## src/design/bitmap_block_allocator_core_macros.svh

```systemverilog
// Assertion macros for the bitmap block allocator.
// Included by the modules that carry concurrent checks; depends on nothing.
`ifndef BITMAP_BLOCK_ALLOCATOR_CORE_MACROS_SVH
`define BITMAP_BLOCK_ALLOCATOR_CORE_MACROS_SVH
`ifndef SYNTH
`define BBA_ASSERT(lbl, clk, rst_n, prop, msg) \
    lbl: assert property (@(posedge clk) disable iff (!rst_n) (prop)) else $error(msg);
`define BBA_ASSERT_NEXT(lbl, clk, rst_n, cond, expr, msg) \
    lbl: assert property (@(posedge clk) disable iff (!rst_n) (cond) |=> (expr)) else $error(msg);
`else
`define BBA_ASSERT(lbl, clk, rst_n, prop, msg)
`define BBA_ASSERT_NEXT(lbl, clk, rst_n, cond, expr, msg)
`endif
`endif

```

## src/design/bba_pkg.sv

```systemverilog
// Shared types and codes for the bitmap block allocator.
// Used by bba_step and bitmap_block_allocator_core; depends on nothing.
package bba_pkg;

    localparam int unsigned MapW  = 64;
    localparam int unsigned AddrW = 64;
    localparam int unsigned IdxW  = 6;

    typedef enum logic [1:0] {
        ST_OK      = 2'd0,
        ST_NOMEM   = 2'd1,
        ST_BADADDR = 2'd2
    } t_status;

    typedef enum logic {
        FUNC_ALLOC = 1'b0,
        FUNC_FREE  = 1'b1
    } t_func;

    typedef struct packed {
        t_func             func;
        logic [AddrW-1:0]  address;
    } t_req;

    // packed so that status lands in the low bits
    typedef struct packed {
        logic [MapW-1:0]   map;
        logic [AddrW-1:0]  address;
        logic [IdxW-1:0]   index;
        t_status           status;
    } t_rsp;

endpackage

```

## src/design/bba_step.sv

```systemverilog
// Combinational request evaluation: lowest-free search, address check, map update.
// Depends on bba_pkg.
module bba_step #(
    parameter int unsigned NUM_BLOCKS  = 64,
    parameter int unsigned BLOCK_SHIFT = 21
) (
    input  bba_pkg::t_req               i_req,
    input  logic [bba_pkg::AddrW-1:0]   i_base,
    input  logic [bba_pkg::MapW-1:0]    i_map,
    output bba_pkg::t_rsp               o_rsp
);
    import bba_pkg::*;

    localparam logic [MapW-1:0]  PoolMask = (NUM_BLOCKS >= 64) ? {MapW{1'b1}} :
                                            ((64'd1 << NUM_BLOCKS) - 64'd1);
    localparam logic [AddrW-1:0] LowMask  = (64'd1 << BLOCK_SHIFT) - 64'd1;
    localparam logic [AddrW-1:0] NumBlk   = 64'(NUM_BLOCKS);

    logic [MapW-1:0]   w_avail;
    logic [MapW-1:0]   w_onehot;
    logic [IdxW-1:0]   w_idx;
    logic              w_have;
    logic [AddrW:0]    w_diff;
    logic [AddrW-1:0]  w_off;
    logic [AddrW-1:0]  w_blk;
    logic              w_bad;

    assign w_avail  = (i_base != '0) ? (i_map & PoolMask) : '0;
    assign w_onehot = w_avail & (~w_avail + 64'd1);
    assign w_have   = (w_avail != '0);

    always_comb begin
        w_idx = '0;
        for (int i = 0; i < 64; i++) begin
            if (w_onehot[i]) begin
                w_idx = w_idx | IdxW'(i);
            end
        end
    end

    assign w_diff = {1'b0, i_req.address} - {1'b0, i_base};
    assign w_off  = w_diff[AddrW-1:0];
    assign w_blk  = w_off >> BLOCK_SHIFT;
    assign w_bad  = (i_req.address == '0) || (i_base == '0) || w_diff[AddrW] ||
                    (w_blk >= NumBlk) || ((w_off & LowMask) != '0);

    always_comb begin
        o_rsp.status  = ST_OK;
        o_rsp.index   = '0;
        o_rsp.address = '0;
        o_rsp.map     = i_map;
        case (i_req.func)
            FUNC_ALLOC: begin
                if (w_have) begin
                    o_rsp.index   = w_idx;
                    o_rsp.address = i_base + ({{(AddrW-IdxW){1'b0}}, w_idx} << BLOCK_SHIFT);
                    o_rsp.map     = i_map & ~w_onehot;
                end else begin
                    o_rsp.status = ST_NOMEM;
                end
            end
            FUNC_FREE: begin
                if (w_bad) begin
                    o_rsp.status = ST_BADADDR;
                end else begin
                    o_rsp.map = i_map | (64'd1 << w_blk[IdxW-1:0]);
                end
            end
            default: begin
                o_rsp.status = ST_BADADDR;
            end
        endcase
    end

endmodule

```

## src/design/bitmap_block_allocator_core.sv

```systemverilog
// Bitmap block allocator: hands out and takes back equal power-of-two pool blocks.
// Request channel s_axis: tuser = kind (0 allocate, 1 free), tdata = address to free.
// Response channel m_axis: tdata = status, block index, block address, free map.
// Config: i_cfg_wr_en / i_cfg_wr_data load the pool base address (zero = no pool);
// write it only while no request is in flight.
// Throughput: one request per cycle while m_axis_tready is high or no response is
// held; the free-map register is read, searched and rewritten in the single step
// between the request register and the response register.
// Reset: base goes to zero, every block marked free, both stages empty.
// Stall: while m_axis_tready is low a held response keeps its data; one more
// request waits in the request register, after which s_axis_tready drops.
// Depends on bba_pkg, bba_step and bitmap_block_allocator_core_macros.svh.
`include "bitmap_block_allocator_core_macros.svh"
module bitmap_block_allocator_core #(
    parameter int unsigned NUM_BLOCKS  = 64,
    parameter int unsigned BLOCK_SHIFT = 21
) (
    input  logic                          i_clk,
    input  logic                          i_rst_n,
    input  logic                          i_cfg_wr_en,
    input  logic [bba_pkg::AddrW-1:0]     i_cfg_wr_data,
    input  logic                          s_axis_tvalid,
    output logic                          s_axis_tready,
    input  logic [63:0]                   s_axis_tdata,  // release_address
    input  logic [0:0]                    s_axis_tuser,  // func
    output logic                          m_axis_tvalid,
    input  logic                          m_axis_tready,
    // status[1:0], granted_index[7:2], granted_address[71:8], free_map_out[135:72]
    output logic [135:0]                  m_axis_tdata
);
    import bba_pkg::*;

    localparam logic [MapW-1:0] PoolMask = (NUM_BLOCKS >= 64) ? {MapW{1'b1}} :
                                           ((64'd1 << NUM_BLOCKS) - 64'd1);

    logic              r_in_valid;
    t_req              r_in;
    logic              r_out_valid;
    t_rsp              r_out;
    logic [MapW-1:0]   r_map;
    logic [AddrW-1:0]  r_base;
    t_rsp              n_out;
    logic              w_adv;

    assign w_adv         = !r_out_valid || m_axis_tready;
    assign s_axis_tready = !r_in_valid || w_adv;
    assign m_axis_tvalid = r_out_valid;
    assign m_axis_tdata  = r_out;

    bba_step #(
        .NUM_BLOCKS  (NUM_BLOCKS),
        .BLOCK_SHIFT (BLOCK_SHIFT)
    ) u_step (
        .i_req  (r_in),
        .i_base (r_base),
        .i_map  (r_map),
        .o_rsp  (n_out)
    );

    always_ff @(posedge i_clk) begin
        if (!i_rst_n) begin
            r_base <= '0;
        end else if (i_cfg_wr_en) begin
            r_base <= i_cfg_wr_data;
        end
    end

    always_ff @(posedge i_clk) begin
        if (!i_rst_n) begin
            r_in_valid <= 1'b0;
        end else if (s_axis_tready) begin
            r_in_valid <= s_axis_tvalid;
        end
    end

    always_ff @(posedge i_clk) begin
        if (s_axis_tready && s_axis_tvalid) begin
            r_in.func    <= t_func'(s_axis_tuser[0]);
            r_in.address <= s_axis_tdata;
        end
    end

    always_ff @(posedge i_clk) begin
        if (!i_rst_n) begin
            r_out_valid <= 1'b0;
            r_map       <= '1;
        end else if (w_adv) begin
            r_out_valid <= r_in_valid;
            if (r_in_valid) begin
                r_map <= n_out.map;
            end
        end
    end

    always_ff @(posedge i_clk) begin
        if (w_adv && r_in_valid) begin
            r_out <= n_out;
        end
    end

    `BBA_ASSERT(a_map_above_pool, i_clk, i_rst_n, (r_map | PoolMask) == {MapW{1'b1}}, "map bit above pool cleared")
    `BBA_ASSERT(a_fail_zero, i_clk, i_rst_n, !(r_out_valid && r_out.status != ST_OK) || (r_out.index == '0 && r_out.address == '0), "failed request returned a block")
    `BBA_ASSERT(a_nomem_empty, i_clk, i_rst_n, !(r_out_valid && r_out.status == ST_NOMEM) || r_base == '0 || (r_out.map & PoolMask) == '0, "out of memory with a free block")
    `BBA_ASSERT(a_grant_taken, i_clk, i_rst_n, !(r_out_valid && r_out.status == ST_OK && r_out.index != '0) || !r_out.map[r_out.index], "granted block still free")
    `BBA_ASSERT_NEXT(a_map_tracks, i_clk, i_rst_n, w_adv && r_in_valid, r_out_valid && r_map == r_out.map, "map and response disagree")

endmodule
```

## config.mk

```make
export PLATFORM = sky130hd
export DESIGN_NAME = bitmap_block_allocator_core
export DESIGN_NICKNAME = d
export VERILOG_FILES = /design/src/design/bba_pkg.sv /design/src/design/bba_step.sv /design/src/design/bitmap_block_allocator_core.sv
export VERILOG_INCLUDE_DIRS = /design/src /design/src/design
export SDC_FILE = /design/constraint.sdc
export NUM_CORES = 1
export LEC_CHECK = 0
export BUFFER_PORTS_ARGS = -buffer_cell sky130_fd_sc_hd__buf_2
export CAP_MARGIN = 0
export CORE_UTILIZATION = 45
export CTS_CLUSTER_DIAMETER = 80
export DETAILED_ROUTE_END_ITERATION = 6
export PLACE_DENSITY = 0.67
export SYNTH_ARGS = -nofsm -noshare
export SYNTH_HDL_FRONTEND = slang
export SYNTH_SLANG_ARGS = --single-unit
```

## constraint.sdc

```tcl
create_clock -name i_clk -period 9.8 [get_ports i_clk]
set_input_delay 0.49 -clock i_clk [delete_from_list [all_inputs] [get_ports i_clk]]
set_output_delay 0.49 -clock i_clk [all_outputs]
set_load 0.03 [all_outputs]
```

---- Yosys cells after proc, flatten, opt, wreduce, memory -nomap -nowiden ----
Cells that the tools add are included.
Widths: inputs -> output; s select.
operators by class
  add/subtract/negate cells ............... 3
  bitwise operators ....................... 6
  shifts and indexed selects .............. 1
  magnitude comparators ................... 1
  reductions and logical operators ........ 16
  multiplexer cells ....................... 85
  eq/ne operators ......................... 4
operator list
  kind                   count
  $mux 64                10
  $mux 134               2
  $mux 6                 32
  $reduce_bool 64->1     3
  $and 64x64->64         2
  $logic_not 64->1       2
  $not 64->64            2
  $pmux 64 s2            1
  $mux 5                 16
  $sub 64x64->65         1
  $add 64x1->64 const B  1
  $add 64x27->64         1
  $or 64x64->64          1
  $shl 1x6->64 const A   1
  $ge 43x7->1 const B    1
  $mux 4                 8
  $mux 3                 4
  $mux 2                 5
  $ne 2x1->1 const B     4
  $logic_or 1x1->1       6
  $mux 1                 6
  $pmux 2 s2             1
  $logic_and 1x1->1      2
  $logic_not 1->1        2
  2 further kinds        2
storage, ports and cells
  word-level logic and storage cells ...... 126
  bits in registers ....................... 331
  input port bits ......................... 134
  output and inout bits ................... 138

---- Depth between registers and ports, before layout ----
Gate-level depths: netlist (run 1).
  word-level depth ........................ 77
  mapped depth ............................ 29
  depth with buffers taken out ............ 26

---- By module ----
Synthesis (run 1) repeated with hierarchy kept, for this count alone.
unflattened totals
  cells, all modules ...................... 2251
  area, all modules ....................... 20108.0 um^2
modules (own cells, without submodules)
  module                       cells each  times used  area each (um^2)  seq. area each (um^2)
  bitmap_block_allocator_core  701         1           11036.8           8638.3
  bba_step                     1550        1           9071.2            0.0

---- Worst setup path after synthesis (run 1) ----
Ideal clock, no wire load.
  path kind ............................... reg-to-reg
  start point ............................. register r_map[0]
  end point ............................... register r_out (netlist bit m_axis_tdata[69]) (data pin)
  buffers on the path ..................... 3
  period minus slack after synthesis ...... 6.369 ns
  stages on the path, launching flop included .. 30
  arrival ................................. 6.103 ns
  data required time ...................... 9.534 ns
  setup slack ............................. 3.431 ns
  setup time .............................. 0.266 ns
  path through ............................ dfxtp_1 > clkbuf_1 > nor4_2 > and3_1 > clkbuf_1 > nand2_1 > nor3b_2 > nand2_1 > nor4_2 > nand2_1 > or4_1 > nand4b_1 > nor2_1 > nand3_1 > ha_1 > inv_1 > fa_1 > nor2b_1 > o21ai_0 > a21boi_0 > o21ai_0 > a211oi_1 > nor2b_1 > nand3_1 > or3_1 > clkbuf_1 > nor2_1 > nand3_1 > xnor2_1 > nor2_1
between the ends
  longest elaborated chain between the ends .. 70
  elaborated cells on any way between the ends .. 71
  those cells by class .................... add/sub: 2; mux: 66; bitwise: 2; reduce/logical: 1
RTL lines
  element                    RTL line                           source
  start, declared            bitmap_block_allocator_core.sv:40  logic [MapW-1:0] r_map;
  start signal, assigned     bitmap_block_allocator_core.sv:90  r_map <= n_out.map;
  $mux 64 (*)                bba_step.sv:28                     assign w_avail = (i_base != '0) ? (i_map & PoolMask) : '0;
  $not 64->64 (*)            bba_step.sv:29                     assign w_onehot = w_avail & (~w_avail + 64'd1);
  $add 64x1->64 (*)          bba_step.sv:29
  $and 64x64->64 (*)         bba_step.sv:29
  $mux 1                     bba_step.sv:35                     if (w_onehot[i]) begin
  $mux 2 (2 in a row)        bba_step.sv:35
  $mux 3 (4 in a row)        bba_step.sv:35
  $mux 4 (8 in a row)        bba_step.sv:35
  $mux 5 (16 in a row)       bba_step.sv:35
  $mux 6 (31 in a row)       bba_step.sv:35
  $mux 6 (*)                 bba_step.sv:35
  named net u_step.w_idx[0]  bba_step.sv:21                     logic [IdxW-1:0] w_idx;
  $add 64x27->64 (*)         bba_step.sv:56                     o_rsp.address = i_base + ({{(AddrW-IdxW){1'b0}}, w_idx} << BLOCK_SHIFT);
  $mux 134 (*)               bba_step.sv:54                     if (w_have) begin
  $mux 134 (*)               bba_step.sv:52                     case (i_req.func)
  end signal, assigned       bitmap_block_allocator_core.sv:97  r_out <= n_out;
  end, declared              bitmap_block_allocator_core.sv:39  t_rsp r_out;
Mark *: on every way through the listed nets, which the timed path passes. The rest lies on a longest branch. The select of a mux whose other input is x is not followed.
A chain may end at the register's enable or synchronous reset.

---- Final worst setup path (run 1) ----
Ends and elaborated chain as after synthesis.

==> flow_summary.json, run 1 <==
{
  "status": "complete, but fails checks",
  "violations": "DRC",
  "clk_path_buf_depth": 3,
  "rsz0062_at_grt": "no",
  "wl_mm": 76.73,
  "r2r_start": "r_map[0]",
  "grt-ovfl-total": 0,
  "p_int_mw": 2.506,
  "fin_area_sq_um": 23350,
  "grt_start_max_net_pins": 93,
  "grt_pass1_wl_mm": 114.4,
  "drt_iter0_drc": 1935,
  "dp_hpwl_mm": 59.94,
  "hold_viol_final": 0,
  "synth_edf_count": 201,
  "period_share_pct": 80.80,
  "whs_path_depth": 1,
  "peakVddDrop_mv": 0.1495,
  "seqPwrFrac_pct": 43.4,
  "slew_violations": 0,
  "vias": 19560,
  "cts_root_buf": "clkbuf_16",
  "netlist_area_sq_um": 20370,
  "ctsResizeCount": 0,
  "crit_type": "flop to flop",
  "setup_viol": 0,
  "pin_count": 272,
  "final_layout_size_suffix_gt1_share_pct": 14.53,
  "placementRows": 77,
  "cts_tree": "built",
  "hold_slack_ps": 105.8,
  "cts_setup_buffers": 0,
  "fp.dieH_um": 214.8,
  "powerDensity_nw_per_um2": 155.0,
  "min_from": "s_axis_tdata[35]",
  "tightest_slew_ps": 1207,
  "worstSetupStartpointType": "flop",
  "vias_per_cell": 6.205,
  "yosys.cell_types.count": 85,
  "pwr-share-clk_pct": 36.4,
  "synth-seq-cells": 331,
  "crit_start": "r_map[0]",
  "clock_sinks": 331,
  "core_sq_um": 44410,
  "drt-wirelength-per-cell_um": 24.34,
  "place_area_sq_um": 22220,
  "p_comb_share_pct": 20.2,
  "gp_congestion": 1.052,
  "fmax_mhz": 126.3,
  "synth-warning-count": 0,
  "r2r_cells": 26,
  "maxCapViolCount": 0,
  "utilization_pct": 52.57,
  "clkLatencyLatePin_ps": 560,
  "dieArea_sq_um": 46120,
  "cellLeakagePower_nw": 8.612,
  "grt_util_all_layers_pct": 32.59,
  "synth_fp_nets": 2517,
  "slew_headroom_pct": 19.54,
  "async_reset_ff_share_pct": 0,
  "instances_no_fill": 3152,
  "p_sw_share_pct": 30.75,
  "avgSynthCellArea_sq_um": 8.815,
  "seq_area_frac_synth_pct": 42.41,
  "cts_htree_levels": 2,
  "finClkSkew_ps": 14.54,
  "cts_hold_buf": 0,
  "fin_tns_setup_ps": 0,
  "fin_crit_ps": 7919,
  "antenna_cells": 0,
  "nets": 2739,
  "drc": 1,
  "required_ps": 10090,
  "start_util_pct": 45.87,
  "grt_pass1_vias": 18740,
  "die_x_um": 214.8,
  "ant_nets": 0,
  "dp.cells": 3087,
  "synth-main-ff-cell": "edfxtp_1",
  "drtPass1Iterations": 7,
  "hold_class": "input pin to flop",
  "portBuffers": 271,
  "crit_path_end_kind": "flop",
  "crit_arrival_ps": 8210,
  "p_sw_mw": 1.113,
  "syn2layout_area_growth_pct": 14.61,
  "numCtsBuffers": 36,
  "syn_inst": 2311,
  "crit_fanout": 9,
  "antenna_found_initial": 1,
  "path_clk_slew_ps": 60
}
[final timing paths]
kind | slack (ps) | end
max | 1880 | m_axis_tdata[69]
min | 110 | r_in[35]
max reg2reg | 1880 | m_axis_tdata[69]
min reg2reg | 530 | m_axis_tvalid
[registers in the layout, indices dropped and copies added, names as in the netlist]
signal	cells
r_in	65
m_axis_tvalid	1
r_in_valid	1
r_map	64
r_base	64
m_axis_tdata	136
[layout make-up]
type,count,area (sq um)
clock buffer,47,962.2
clock inverter,18,161.4
fill,4150,21070
inverter,115,436.7
multi-input combinational,1759,10890
sequential,331,8638
tap,592,740.7
timing repair buffer,290,1516
[per-layer routing]
layer / vias up / GRT usage, % / part of all wire (%)
li1: 9059 / - / -
met1: 9338 / 39.94 / 39
met2: 956 / 56.91 / 49
met3: 205 / 3.340 / 6.3
met4: 0 / 16.31 / 5.5
met5: - / 0 / 0
[critical path, stage by stage, from the launching register on]
cell	delay, ps
dfxtp_1	400
nor4_2	630
and3_1	440
nand2_1	160
nor3b_2	330
nand2_1	290
nor4_2	580
nand2_1	330
or4_1	580
nand4b_1	150
nor2_1	70
nand3_1	100
ha_1	170
inv_1	60
fa_1	370
nor2b_1	160
o21ai_0	120
a21boi_0	260
o21ai_0	210
a211oi_1	510
nor2b_1	460
nand3_1	260
or3_1	480
nor2_1	190
nand3_1	120
xnor2_1	160
nor2_1	50
[through the flow]
| stage | setup slack (ps) | total power, mW |
|---|---|---|
| 2_1_floorplan | 3431 | 2.057 |
| 3_3_place_gp | 2215 | 2.312 |
| 3_5_place_dp | 2142 | 2.313 |
| 4_1_cts | 2033 | 3.627 |
| 5_1_grt | 1210 | 3.743 |
| 6_report | 1881 | 3.618 |
[cell usage in the layout (no fill, tap or decap), types with 8 or more instances in the layout]
cell	Yosys	routed
a2111oi_0	9	9
a211oi_1	18	18
a21o_1	24	24
a21oi_1	159	159
a221oi_1	8	8
a31oi_1	16	16
a41oi_1	15	15
and2_1	20	19
and3_1	25	25
buf_2	11	269
buf_4	2	20
clkbuf_1	89	9
clkbuf_16	0	36
dfxtp_1	130	130
edfxtp_1	201	201
ha_1	70	70
inv_1	115	114
mux2i_1	73	73
nand2_1	190	188
nand2b_1	20	20
nand3_1	60	60
nand4_1	51	51
nor2_1	256	256
nor2b_1	77	77
nor3_1	58	58
nor3b_1	8	8
nor4_1	67	66
o211ai_1	43	43
o21a_1	26	26
o21ai_0	147	147
o21ai_1	52	52
o21bai_1	11	11
o22ai_1	27	27
o311ai_1	22	22
o31ai_1	8	8
or3_1	17	17
or4_1	11	11
xnor2_1	55	55
xor2_1	17	17
[power groups by stage]
stage	Sequential, mW	Combinational [mW]	Clock [mW]
2_1_floorplan	1.62	0.438	0
3_3_place_gp	1.60	0.713	0
3_5_place_dp	1.60	0.713	0
4_1_cts	1.57	0.717	1.34
5_1_grt	1.58	0.780	1.39
6_report	1.57	0.731	1.32
[Yosys cell counts (22+ instances only)]
cell / n / share of area [%]
inv_1: 115 / 2.1
o211ai_1: 43 / 1.6
nand2_1: 190 / 3.5
a21o_1: 24 / 0.88
o22ai_1: 27 / 0.83
nor2_1: 256 / 4.7
o311ai_1: 22 / 0.95
and3_1: 25 / 0.77
nor2b_1: 77 / 2.4
nor4_1: 67 / 2.1
clkbuf_1: 89 / 1.6
mux2i_1: 73 / 3.6
nor3_1: 58 / 1.4
a21oi_1: 159 / 3.9
o21ai_0: 147 / 3.6
dfxtp_1: 130 / 13
nand3_1: 60 / 1.5
ha_1: 70 / 4.3
o21a_1: 26 / 0.96
o21ai_1: 52 / 1.3
edfxtp_1: 201 / 30
nand4_1: 51 / 1.6
xnor2_1: 55 / 2.4
[logic make-up after synthesis]
kind of cell / Yosys count / synth area share (%)
flops: 331 / 42.41
buf+inv: 221 / 4.213
compound gates: 647 / 20.10
simple gates: 895 / 22.10
xor+xnor: 72 / 3.096
mux: 73 / 3.587
fa+ha+maj: 72 / 4.496
No activity file was read; power rests on OpenSTA's default activity.
==> run 2: changes to the inputs <==
Clock period 9.8 ns to 7.8 ns, I/O delays scaled along.
==> run 2 against run 1 <==
The flow now finishes without violations. Via count down 0.84%. Non-clock buffer count up 27. Setup slack worse by 1200 ps. Clock power up 27%. Wire length down 2.1%. Clock skew up 7.8 ps. First-iteration DRC count down 5.2%. Critical endpoint unchanged. Largest power group unchanged.
==> flow_summary.json, run 2 (same netlist as run 1, synthesis figures left out) <==
{
  "fin_tns_setup_ps": 0,
  "utilization_pct": 53.18,
  "numCtsBuffers": 37,
  "vias": 19390,
  "grt-ovfl-total": 0,
  "gp_congestion": 1.047,
  "peakVddDrop_mv": 0.1944,
  "ant_nets": 0,
  "hold_viol_final": 0,
  "p_sw_share_pct": 30.64,
  "fmax_mhz": 139.7,
  "slew_violations": 0,
  "crit_fanout": 9,
  "setup_viol": 0,
  "drt-wirelength-per-cell_um": 23.62,
  "p_sw_mw": 1.400,
  "pwr-share-clk_pct": 36.6,
  "final_common_cell": "buf_2",
  "worstSetupStartpointType": "flop",
  "antenna_found_initial": 1,
  "crit_arrival_ps": 7440,
  "largest_reg_flops": 136,
  "core_sq_um": 44410,
  "rsz0062_at_grt": "no",
  "seqPwrFrac_pct": 43.2,
  "status": "complete, no violations",
  "clock_sinks": 331,
  "critPathMaxStageDelay_ps": 580,
  "syn2layout_area_growth_pct": 15.96,
  "powerDensity_nw_per_um2": 193.4,
  "start_util_pct": 45.87,
  "maxCapViolCount": 0,
  "slowest_stage": "nor4_2",
  "slew_headroom_pct": 19.62,
  "nets": 2767,
  "grt_pass1_vias": 18680,
  "clk_path_buf_depth": 3,
  "grt_pass1_wl_mm": 112.3,
  "antenna_cells": 0,
  "required_ps": 8080,
  "mostFrequentLayoutCells": "269 x buf_2, 256 x nor2_1, 201 x edfxtp_1",
  "p_int_mw": 3.168,
  "dp_hpwl_mm": 57.78,
  "p_comb_share_pct": 20.2,
  "grt_start_max_net_pins": 110,
  "grt_util_all_layers_pct": 31.84,
  "portBuffers": 271,
  "period_share_pct": 91.79,
  "crit_type": "flop to flop",
  "wl_mm": 75.12,
  "cts_root_buf": "clkbuf_16",
  "placementRows": 77,
  "path_clk_slew_ps": 60,
  "cts_tree": "built",
  "drtPass1Iterations": 6,
  "fp.dieH_um": 214.8,
  "crit_path_end_kind": "flop",
  "tightest_slew_ps": 1206,
  "dieArea_sq_um": 46120,
  "final_layout_size_suffix_gt1_share_pct": 14.49,
  "finClkSkew_ps": 22.31,
  "vias_per_cell": 6.098,
  "cts_htree_levels": 2,
  "fin_crit_ps": 7159,
  "drt_iter0_drc": 1834,
  "drc": 0,
  "hold_class": "input pin to flop",
  "die_x_um": 214.8,
  "pin_count": 272,
  "clkLatencyLatePin_ps": 560,
  "cellLeakagePower_nw": 8.739
}
## run 2: cell count changes in the layout (fill, tap and decap cells not counted), sizes merged
cell         previous run  this run
dlygate4sd3             0        23
clkbuf                 47        48
clkinvlp                1         2
buf                   290       294
clkinv                 13        12
## run 2: power by group through the flow
| stage | registers, mW | logic, mW | clock network, mW |
|---|---|---|---|
| after CTS | 1.97 | 0.905 | 1.69 |
| final | 1.98 | 0.921 | 1.67 |
| after global placement | 2.01 | 0.887 | 0 |
| after global routing | 1.98 | 0.988 | 1.76 |
| after floorplan | 2.03 | 0.550 | 0 |
| after detailed placement | 2.01 | 0.892 | 0 |
## run 2: layer usage
metal,GRT usage (%),wire [um],part of all wire (%),vias up
met5,0,0,0,-
met4,13.62,3371,4.5,0
met3,4.091,4313,5.7,162
met2,56.27,37240,50,795
met1,38.80,30190,40,9330
li1,-,-,-,9106
## run 2: worst paths after layout
path | start | end | slack [ps] | cells past startpoint
max | r_map[0] | m_axis_tdata[69] | 640 | 26
min | s_axis_tdata[63] | r_in[63] | 20 | 1
max reg2reg | r_map[0] | m_axis_tdata[69] | 640 | 26
min reg2reg | r_base[15] | r_base[15] | 540 | 2
## run 2: cell type report
class,count,area (sq um)
well taps,592,740.7
clock buffers,48,977.2
fillers,4187,20790
multi-input cells,1759,10900
flip-flops and latches,331,8638
clock inverters,18,151.4
inverters,115,436.7
repair buffers,317,1777
## run 2: repair_timing
| action | in CTS | in global routing |
|---|---|---|
| resized for setup | 0 | 1 |
| hold buffers | 23 | 0 |
| endpoints found under the setup margin | 0 | 1 |
| setup buffers | 0 | 0 |
| hold endpoints to repair | 23 | 0 |
## run 2: per-stage QoR
stage                     instance area [sq um]  setup WS, ps  hold slack [ps]  cells  power, mW
after global routing                      23620         71.42            2.669   3180      4.724
after global placement                    22250         878.6            500.2   3091      2.895
after detailed placement                  22250         661.8            532.0   3091      2.902
final                                     23620         640.6            18.82   3180      4.568
after floorplan                           20370          1431            485.5   2311      2.584
after CTS                                 23610         574.6           0.9373   3180      4.569
## run 2: critical path: cells and delay by family (launching register included)
family          cells  cell delay [ps]
simple gates       18             4760
compound gates      4              910
fa+ha+maj           2              560
flops               1              400
xor+xnor            1              170
buf+inv             1               60
==> run 3: changes to the inputs <==
Settings changed: SYNTH_HIERARCHICAL from default to 1.
==> run 3 against run 2 <==
Wire length up 4.8%. Sequential share of layout area is essentially flat. Clock power is 5% higher. Clock skew shrank 4.6 ps. Utilization rose by 0.35 points. First-iteration DRC count increased by 6.2%. Final cell count shrank 1.2%. Combinational power increased by 7.2%. Sequential power up 4%. Flip-flop and latch count did not move. Design area is essentially flat. Maximum frequency grew 9.2%. Largest cell class unchanged.
==> flow_summary.json, run 3 <==
{
  "vias": 19350,
  "synth-main-ff-cell": "edfxtp_1",
  "crit_fanout": 17,
  "cts_tree": "built",
  "grt_util_all_layers_pct": 33.96,
  "synth_top_area_share_pct": 30.02,
  "drtPass1Iterations": 6,
  "slew_headroom_pct": 11.65,
  "dieArea_sq_um": 45530,
  "critPathMaxStageDelay_ps": 1100,
  "final_common_cell": "buf_2",
  "crit_type": "flop to flop",
  "synth_top_cell_by_area": "edfxtp_1",
  "yosysMostFrequentCell": "nand2_1",
  "r2r_cells": 22,
  "r2r_start": "r_base[47]",
  "slowest_stage": "nor4_1",
  "clk_path_buf_depth": 3,
  "nets": 2727,
  "avgSynthCellArea_sq_um": 8.933,
  "slew_violations": 0,
  "yosys.cell_types.count": 87,
  "antenna_found_initial": 1,
  "critPathTopFamily": "simple AND/OR/NAND/NOR gates",
  "r2r_end": "m_axis_tdata[68]",
  "setup_viol": 0,
  "placementRows": 77,
  "period_share_pct": 84.09,
  "crit_chain": "nor4_1 > nand4_1 > or4_1 > and2_1 > and4_1 > a21oi_1 > nand3_1 > nor2_1 > nand3_1 > ha_1 > a21o_1 > a21o_1 > a21o_1 > a21o_1 > a21oi_1 > nor4_1 > buf_4 > nand2_1 > nor3_1 > nand3_1 > xnor2_1 > nor2_1",
  "ant_nets": 0,
  "rsz0062_at_grt": "no",
  "ctsResizeCount": 0,
  "fin_crit_ps": 6559,
  "required_ps": 8090,
  "wl_mm": 78.75,
  "grt_pass1_vias": 18420,
  "tightest_slew_ps": 1313,
  "pin_count": 272,
  "crit_path_end_kind": "flop",
  "crit_arrival_ps": 6850,
  "hold_class": "input pin to flop",
  "syn2layout_area_growth_pct": 17.47,
  "maxCapViolCount": 0,
  "path_common_cell": "a21o_1",
  "final_layout_size_suffix_gt1_share_pct": 14.94,
  "syn_inst": 2251,
  "synth_edf_count": 201,
  "gp_congestion": 1.024,
  "hold_path_end": "r_in[22]",
  "whs_path_depth": 1,
  "yosys-top-cells-area": "edfxtp_1 30%, dfxtp_1 13%, o21ai_0 5.4%",
  "largest_reg_flops": 136,
  "worstSetupStartpointType": "flop",
  "grt-ovfl-total": 0,
  "netlist_area_sq_um": 20110,
  "powerDensity_nw_per_um2": 203.9,
  "drt_iter0_drc": 1947,
  "vias_per_cell": 6.158,
  "utilization_pct": 53.53,
  "core_sq_um": 44120,
  "mostFrequentLayoutCells": "270 x buf_2, 237 x nand2_1, 217 x o21ai_0",
  "portBuffers": 271,
  "clkLatencyLatePin_ps": 570,
  "fin_tns_setup_ps": 0,
  "seq_area_frac_synth_pct": 42.96,
  "drt-wirelength-per-cell_um": 25.06,
  "fmax_mhz": 152.5,
  "status": "complete, no violations",
  "fp.dieH_um": 213.4,
  "r2r_slack_ps": 1240,
  "peakVddDrop_mv": 0.1747,
  "hold_viol_final": 0,
  "antenna_cells": 0,
  "numCtsBuffers": 38,
  "cts_root_buf": "clkbuf_16",
  "cellLeakagePower_nw": 8.844,
  "min_from": "s_axis_tdata[22]",
  "finClkSkew_ps": 17.66,
  "grt_start_max_net_pins": 109,
  "synth-warning-count": 6,
  "start_util_pct": 45.57,
  "synth_fp_nets": 2457,
  "netlist_top_cells_count": "238 x nand2_1, 217 x o21ai_0, 201 x edfxtp_1, 201 x nor2_1, 130 x dfxtp_1",
  "grt_pass1_wl_mm": 114.4,
  "async_reset_ff_share_pct": 0,
  "die_x_um": 213.4,
  "path_clk_slew_ps": 60,
  "crit_buf_inv": 1,
  "drc": 0,
  "clock_sinks": 331,
  "cts_htree_levels": 2,
  "synth-seq-cells": 331,
  "dp_hpwl_mm": 60.02
}
[run 3: changes by cell type in the layout (fill, tap and decap cells not counted), moves of 13 or more]
cell and delta:
nand3_1 -20, dlygate4sd3_1 +39, o21ai_0 +70, o211ai_1 -29, nand2b_1 -13, o22ai_1 -23, a21oi_1 -34, nand2_1 +49
o311ai_1 -22, inv_1 -20, a21o_1 +65, nor2_1 -55
[run 3: cell type report]
type                       instances  area [sq um]
tap                              592         740.7
clock buffer                      52          1033
timing repair buffer             345          2082
clock inverter                    18         183.9
fill                            4155         20500
inverter                          95         359.1
multi-input combinational       1710         10580
sequential                       331          8640
[run 3: worst max path at each step]
stage,cells after the start,endpoint,startpoint
floorplan,23,m_axis_tdata[71],r_map[0]
global placement,20,m_axis_tdata[68],r_base[47]
detailed placement,20,m_axis_tdata[63],r_base[47]
CTS,20,m_axis_tdata[63],r_base[47]
global route,19,m_axis_tdata[71],r_base[47]
finish,22,m_axis_tdata[68],r_base[47]
[run 3: timing repair]
item                                   in CTS  in global routing
endpoints found under the hold margin      62                  0
setup endpoints to repair                   0                  0
setup buffers                               0                  0
hold buffers                               62                  0
[run 3: where the power goes]
group	total [mW]	internal, mW	switching [mW]	leakage [nW]
Clock	1.76	1.01	0.755	0.592
Combinational	0.987	0.330	0.657	5.36
Sequential	2.06	1.96	0.0999	2.89
[run 3: cell families (layout without fill, tap and decap cells)]
logic type / count (synthesis) / in the layout / share of synthesized area (%)
AOI/OAI and AO/OA: 653 / 653 / 20.28
xor gates and xnor gates: 77 / 77 / 3.354
adders and majority gates: 72 / 72 / 4.555
buffers and inverters: 210 / 510 / 4.499
DFF: 331 / 331 / 42.96
muxes: 70 / 70 / 3.497
and+or+nand+nor: 838 / 838 / 20.86
[run 3: stage by stage]
step | cell area [sq um] | total power [mW] | hold slack (ps) | worst slack [ps] | instances
after floorplan | 20110 | 2.700 | 424.1 | 2382 | 2251
after global placement | 21780 | 3.031 | 478.1 | 1283 | 3011
after detailed placement | 21780 | 3.034 | 493.5 | 1215 | 3011
after CTS | 23620 | 4.828 | 5.546 | 1183 | 3143
after global routing | 23620 | 4.993 | 14.44 | 903.9 | 3143
final | 23620 | 4.815 | 30.46 | 1241 | 3143
[run 3: layer usage]
layer / routed length, um / vias up / GRT usage, % / part of all wire, %
li1: - / 8853 / - / -
met1: 32590 / 9437 / 43.76 / 41
met2: 37150 / 883 / 56.30 / 47
met3: 5068 / 181 / 4.159 / 6.4
met4: 3948 / 0 / 16.82 / 5.0
met5: 0 / - / 0 / 0
